File: config.mk
export PLATFORM = sky130hd
export DESIGN_NAME = rcp_front
export DESIGN_NICKNAME = d
export VERILOG_FILES = /design/src/rtl/rcp_pkg.sv /design/src/rtl/rcp_front.sv
export VERILOG_INCLUDE_DIRS = /design/src /design/src/rtl
export SDC_FILE = /design/constraint.sdc
export NUM_CORES = 1
export LEC_CHECK = 0
export BUFFER_PORTS_ARGS = -buffer_cell sky130_fd_sc_hd__clkbuf_2
export CAP_MARGIN = 20
export CORE_MARGIN = 3
export CORE_UTILIZATION = 59
export DETAILED_ROUTE_END_ITERATION = 10
export PLACE_DENSITY = 0.87
export SLEW_MARGIN = 10
export SYNTH_ARGS = -nofsm -noshare
export SYNTH_HDL_FRONTEND = slang
export SYNTH_SLANG_ARGS = --single-unit
File: constraint.sdc
create_clock -name clk_i -period 4.8 [get_ports clk_i]
set_input_delay 0.24 -clock clk_i [delete_from_list [all_inputs] [get_ports clk_i]]
set_output_delay 0.24 -clock clk_i [all_outputs]
set_load 0.005 [all_outputs]
File: src/rtl/assert_macros.svh
// assertion helpers
`ifndef ASSERT_MACROS_SVH
`define ASSERT_MACROS_SVH
`ifndef NO_ASSERTIONS
`define ASSERT_CLK(label, clk, rst_n, prop) \
  label: assert property (@(posedge clk) disable iff (!rst_n) (prop)) else $error("%m: label");
`define ASSERT_NEVER(label, clk, rst_n, cond) \
  label: assert property (@(posedge clk) disable iff (!rst_n) !(cond)) else $error("%m: label");
`else
`define ASSERT_CLK(label, clk, rst_n, prop)
`define ASSERT_NEVER(label, clk, rst_n, cond)
`endif
`endif

File: src/rtl/rcp_pkg.sv
`default_nettype none
package rcp_pkg;
  localparam int unsigned MaxChunks = 256;
  localparam logic [31:0] WordFresh = 32'd3;
  localparam logic [31:0] RefUnit = 32'd2;
  localparam logic [31:0] InuseOnly = 32'd1;

  typedef enum logic [2:0] {
    CMD_ALLOC = 3'd0, CMD_RETAIN = 3'd1, CMD_RELEASE = 3'd2,
    CMD_ADDREFS = 3'd3, CMD_TOADDR = 3'd4
  } cmd_e;

  typedef enum logic [1:0] {
    REG_BASE = 2'd0, REG_BYTES = 2'd1, REG_COUNT = 2'd2
  } reg_e;

  // front unit: divide state
  typedef enum logic [1:0] {FS_IDLE, FS_DIV, FS_PUSH} fstate_e;
  // back unit: table work
  typedef enum logic [2:0] {BS_IDLE, BS_SCAN, BS_READ, BS_MUL, BS_OUT} bstate_e;

  // classified job handed from front to back
  typedef struct packed {
    logic [2:0]  cmd;
    logic        valid_idx;
    logic [11:0] idx;
    logic [31:0] radd;
  } job_t;
endpackage
`default_nettype wire

File: src/rtl/rcp_front.sv
`default_nettype none
`include "assert_macros.svh"
module rcp_front #(
  parameter int unsigned MaxChunks = rcp_pkg::MaxChunks,
  parameter int unsigned CapW = $clog2(MaxChunks + 1)
) (
  input  wire logic         clk_i,
  input  wire logic         rst_ni,
  input  wire logic         valid_i,
  output logic              stall_o,
  input  wire logic [2:0]   cmd_i,
  input  wire logic [31:0]  chunk_addr_i,
  input  wire logic [11:0]  chunk_index_i,
  input  wire logic [31:0]  ref_add_i,
  input  wire logic [31:0]  base_i,
  input  wire logic [20:0]  bytes_i,
  input  wire logic [CapW-1:0] cap_i,
  output logic              job_valid_o,
  input  wire logic         job_stall_i,
  output rcp_pkg::job_t     job_o
);
  rcp_pkg::fstate_e state_q, state_d;
  rcp_pkg::job_t job_q, job_d;
  logic [31:0] rem_q, rem_d, quo_q, quo_d;
  logic [5:0] cnt_q, cnt_d;
  logic [32:0] trial;
  logic addr_ok;
  logic [31:0] diff;

  assign diff = chunk_addr_i - base_i;
  assign addr_ok = (chunk_addr_i != 32'd0) && (chunk_addr_i >= base_i) &&
                   (bytes_i != 21'd0);
  // restoring divide, one quotient bit a cycle
  assign trial = {rem_q[30:0], quo_q[31]} - {12'd0, bytes_i};

  always_comb begin
    state_d = state_q;
    case (state_q)
      rcp_pkg::FS_IDLE: if (valid_i) begin
        if (cmd_i == rcp_pkg::CMD_RETAIN || cmd_i == rcp_pkg::CMD_RELEASE) begin
          state_d = addr_ok ? rcp_pkg::FS_DIV : rcp_pkg::FS_PUSH;
        end else begin
          state_d = rcp_pkg::FS_PUSH;
        end
      end
      rcp_pkg::FS_DIV: if (cnt_q == 6'd31) state_d = rcp_pkg::FS_PUSH;
      rcp_pkg::FS_PUSH: if (!job_stall_i) state_d = rcp_pkg::FS_IDLE;
      default: state_d = rcp_pkg::FS_IDLE;
    endcase
  end

  always_comb begin
    job_d = job_q;
    rem_d = rem_q;
    quo_d = quo_q;
    cnt_d = cnt_q;
    case (state_q)
      rcp_pkg::FS_IDLE: begin
        job_d.cmd = cmd_i;
        job_d.radd = ref_add_i;
        job_d.idx = chunk_index_i;
        // only index commands carry a usable index; undefined commands answer not ok
        job_d.valid_idx = 1'b0;
        if (cmd_i inside {rcp_pkg::CMD_ADDREFS, rcp_pkg::CMD_TOADDR})
          job_d.valid_idx = ({20'd0, chunk_index_i} < {{(32-CapW){1'b0}}, cap_i});
        rem_d = 32'd0;
        quo_d = diff;
        cnt_d = 6'd0;
      end
      rcp_pkg::FS_DIV: begin
        if (!trial[32]) begin
          rem_d = trial[31:0];
          quo_d = {quo_q[30:0], 1'b1};
        end else begin
          rem_d = {rem_q[30:0], quo_q[31]};
          quo_d = {quo_q[30:0], 1'b0};
        end
        cnt_d = cnt_q + 6'd1;
        if (cnt_q == 6'd31) begin
          job_d.valid_idx = (quo_d < {{(32-CapW){1'b0}}, cap_i});
          job_d.idx = quo_d[11:0];
        end
      end
      default: ;
    endcase
  end

  always_ff @(posedge clk_i or negedge rst_ni) begin
    if (!rst_ni) state_q <= rcp_pkg::FS_IDLE;
    else state_q <= state_d;
  end
  always_ff @(posedge clk_i) begin
    job_q <= job_d;
    rem_q <= rem_d;
    quo_q <= quo_d;
    cnt_q <= cnt_d;
  end

  assign stall_o = (state_q != rcp_pkg::FS_IDLE);
  assign job_valid_o = (state_q == rcp_pkg::FS_PUSH);
  assign job_o = job_q;

  `ASSERT_CLK(a_div_len, clk_i, rst_ni,
    (state_q == rcp_pkg::FS_DIV && cnt_q == 6'd31) |=> state_q == rcp_pkg::FS_PUSH)
  `ASSERT_CLK(a_push_hold, clk_i, rst_ni,
    (job_valid_o && job_stall_i) |=> job_valid_o && $stable(job_o))
  `ASSERT_NEVER(a_idle_push, clk_i, rst_ni, stall_o == 1'b0 && job_valid_o)
endmodule
`default_nettype wire

==> flow_metrics.py <==
metrics = {
    "synth": {
        "yosysMostFrequentCell": "edfxtp_1",
        "synth-compound-area-share": 0.171,
        "yosys.area_share.xor_xnor": 0.0553,
        "synth.distinct_cells": 63,
        "synthAdderAreaFrac": 0.111,
        "synth_mux_area_frac": 0.0158,
        "synth_cells": 869,
        "synth_top_cell_area_share": 0.427,
        "syn_area_um2": 8230,
        "yosys_most_used_dff": "edfxtp_1",
        "synth_edf_count": 117,
        "ys_top_cells_by_area": "edfxtp_1 43%, ha_1 11%, a21oi_1 4.0%, nand2_1 4.0%, nor2_1 3.9%",
        "synth-simple-area-share": 0.164,
        "synth_area_leader_cell": "edfxtp_1",
        "synthArstFlopShare": 0.0168,
        "ys_seq_elements": 119,
        "synthTopCellsByCount": "117 x edfxtp_1, 87 x nand2_1, 86 x nor2_1",
        "syn_nets": 1086,
        "synth-seq-area-share": 0.433,
        "synth_top_family_by_area": "compound AO/OA/AOI/OAI gates",
        "yosys_warnings": 0,
        "syn-mean-instance-area_um2": 9.47,
    },
    "clock_tree": {
        "clk_latency_ns": 0.42,
        "cts_htree_levels": 4,
        "cts.path.max_buffers": 2,
        "clk_pin_slew_ns": 0.05,
        "root_buffer": "clkbuf_16",
        "cts_sinks": 119,
        "cts_tree": "done",
        "cts_resized": 0,
        "cts_inserted_buffers": 17,
    },
    "layout": {
        "fin_nets": 1308,
        "area.sequential_um2": 3560,
        "n_fill_cell": 994,
        "drive_above_1_share": 0.221,
        "syn2layout_area_growth_pct": 24.9,
        "n_antenna_cell": 0,
        "multi_input_area_um2": 4270,
    },
    "sta": {
        "hold_violations": 0,
        "setup_viol": 0,
        "fin_ws_ns": 1.10,
        "fin_worst_skew_ns": 0.00416,
        "rsz0062_at_grt": "no",
        "slew_violations": 0,
        "fin_setup_tns_ns": 0,
        "fmax_mhz": 270,
        "period_needed_ns": 3.70,
        "finalCritPeriodShare": 0.771,
        "slew-limit-headroom": 0.396,
        "tightest_slew_ns": 0.907,
    },
    "setup_path": {
        "cp.depth": 13,
        "cp_cell_sequence": "inv_1 -> ha_1 -> fa_1 -> nor2b_1 -> o21ai_0 -> a21oi_1 -> o21ai_0 -> a31oi_1 -> a21bo_1 -> buf_4 -> nand2_1 -> or3_1 -> a21oi_1",
        "cp.buffers_inverters": 2,
        "worst_r2r_path_depth": 13,
        "startpoint_type": "register",
        "slowest_stage": "a21bo_1",
        "arrival_ns": 3.96,
        "crit_type": "register to register",
        "required_ns": 5.06,
        "cp_max_fo": 15,
        "critPathMaxStageDelay_ns": 0.49,
        "critPathTopFamily": "compound AO/OA/AOI/OAI gates",
        "end_kind": "register",
    },
    "power": {
        "power_leakage_nw": 4.82,
        "power_density_nw_per_um2": 448,
        "ir_worst_vdd_mv": 0.274,
    },
    "floorplanning": {
        "floorplan.rows": 42,
        "ioPinCount": 195,
        "die_w_um": 124,
        "core_um2": 13500,
        "dieArea_um2": 15400,
        "start_util": 0.612,
        "die_h_um": 124,
    },
    "detailed_routing": {
        "drt_iter0_drc": 565,
        "ant_nets": 0,
        "drc_errors": 0,
        "via_per_inst": 5.73,
        "postRouteWirelength_um": 21300,
        "via_count": 7336,
        "dr.pass1.iters": 6,
        "wl_per_cell_um": 16.6,
    },
    "flow_run": {
        "maxCapViolCount": 0,
    },
    "placement": {
        "gp_congestion": 0.922,
        "portBuffers": 194,
        "pre_cts_ws_ns": 1.16,
        "dp_hpwl_um": 15300,
    },
    "global_routing": {
        "grt_pass1_vias": 7148,
        "track_usage": 0.275,
        "antenna_found_initial": 0,
        "grt_max_degree": 72,
        "grt_overflow": 0,
        "grt_pass1_wl_um": 33500,
    },
    "outcome": {
        "status": "completed",
    },
    "hold_path": {
        "holdPathStages": 1,
        "hold_class": "input port to register",
    },
}
==> power by group <==
group | internal, mW | total [mW] | switching, mW
clock network | 0.861 | 1.32 | 0.457
logic | 0.630 | 1.52 | 0.892
registers | 1.58 | 1.76 | 0.186
==> path summary, 6_finish.rpt <==
check	startpoint	endpoint	slack, ns
setup / recovery	quo_q[31]	rem_q[24]	1.10
hold / removal	ref_add_i[9]	job_o[9]	0.01
setup reg to reg	quo_q[31]	rem_q[24]	1.10
hold reg to reg	quo_q[11]	quo_q[12]	0.58
max in group asynchronous	rst_ni	state_q[1]	4.54
min in group asynchronous	rst_ni	state_q[0]	0.15
==> metal layers <==
layer  share of wire  up-vias  track usage
li1                -     3605            -
met4           0.015        0       0.0856
met3           0.066       38       0.0431
met5               0        -            0
met1            0.41     3392        0.352
met2            0.51      301        0.480
==> timing repair <==
action / 4_1_cts / 5_1_grt
setup buffers: 0 / 0
hold buffers: 25 / 6
hold endpoints to repair: 26 / 6
==> stage by stage <==
stage | hold slack [ns] | utilization | power, mW | instances | instance area [µm²]
floorplan | -0.0556 | - | 2.75 | 869 | 8230
global placement | 0.0266 | 0.696 | 3.17 | 1217 | 9360
detailed placement | 0.0264 | 0.696 | 3.23 | 1217 | 9360
CTS | 0.000158 | 0.760 | 4.58 | 1274 | 10200
global route | 0.00180 | 0.764 | 4.87 | 1280 | 10300
finish | 0.0118 | 0.764 | 4.60 | 1280 | 10300
==> cells by family (layout without fill, tap and decap cells) <==
| group | count (synthesis) | in the layout |
|---|---|---|
| and+or+nand+nor | 285 | 285 |
| AOI/OAI and AO/OA | 223 | 223 |
| DFF | 119 | 119 |
| buffers and inverters | 105 | 340 |
| adders and majority gates | 72 | 72 |
| xor gates and xnor gates | 52 | 52 |
| muxes | 13 | 13 |
==> placed cells by master (no fill, tap or decap), types with 3 or more instances in the layout <==
master / instances
ha_1: 70
o21a_1: 10
a21o_1: 32
inv_1: 75
bufinv_16: 4
clkbuf_16: 17
nor4_1: 18
o21ai_0: 53
mux2i_1: 13
buf_4: 7
xnor2_1: 25
o211ai_1: 6
and2_1: 5
nand4_1: 13
o31ai_1: 3
nand2b_1: 9
a31oi_1: 11
nor2b_1: 8
nor3_1: 14
nor2_1: 85
edfxtp_1: 117
xor2_1: 27
nand3_1: 22
clkinvlp_4: 4
and3_1: 4
nand2_1: 86
or3_1: 5
o22ai_1: 3
a41oi_1: 3
clkbuf_2: 194
a21oi_1: 66
dlygate4sd3_1: 31
a211oi_1: 9
o21bai_1: 3
clkinv_2: 3
==> cell type report <==
class                           count  share of cell area
Clock buffer                       18              0.0417
Clock inverter                     14              0.0176
Inverter                           76              0.0277
Multi-Input combinational cell    645               0.415
Sequential cell                   119               0.347
Tap cell                          176              0.0214
Timing Repair Buffer              232               0.130
==> flip-flops by register name, indices dropped and copies added, names as in the netlist <==
register and cells:
cnt_q 6, job_o 48, quo_q 32, rem_q 31
state_q 2
==> worst reg2reg max path, cell delays in order, from the launching register on <==
cell and delay (ns):
edfxtp_1 0.35, inv_1 0.05, ha_1 0.20, fa_1 0.41, nor2b_1 0.14, o21ai_0 0.13
a21oi_1 0.37, o21ai_0 0.15, a31oi_1 0.34, a21bo_1 0.49, buf_4 0.30, nand2_1 0.13
or3_1 0.32, a21oi_1 0.16
No activity file was read; power rests on OpenSTA's default activity.
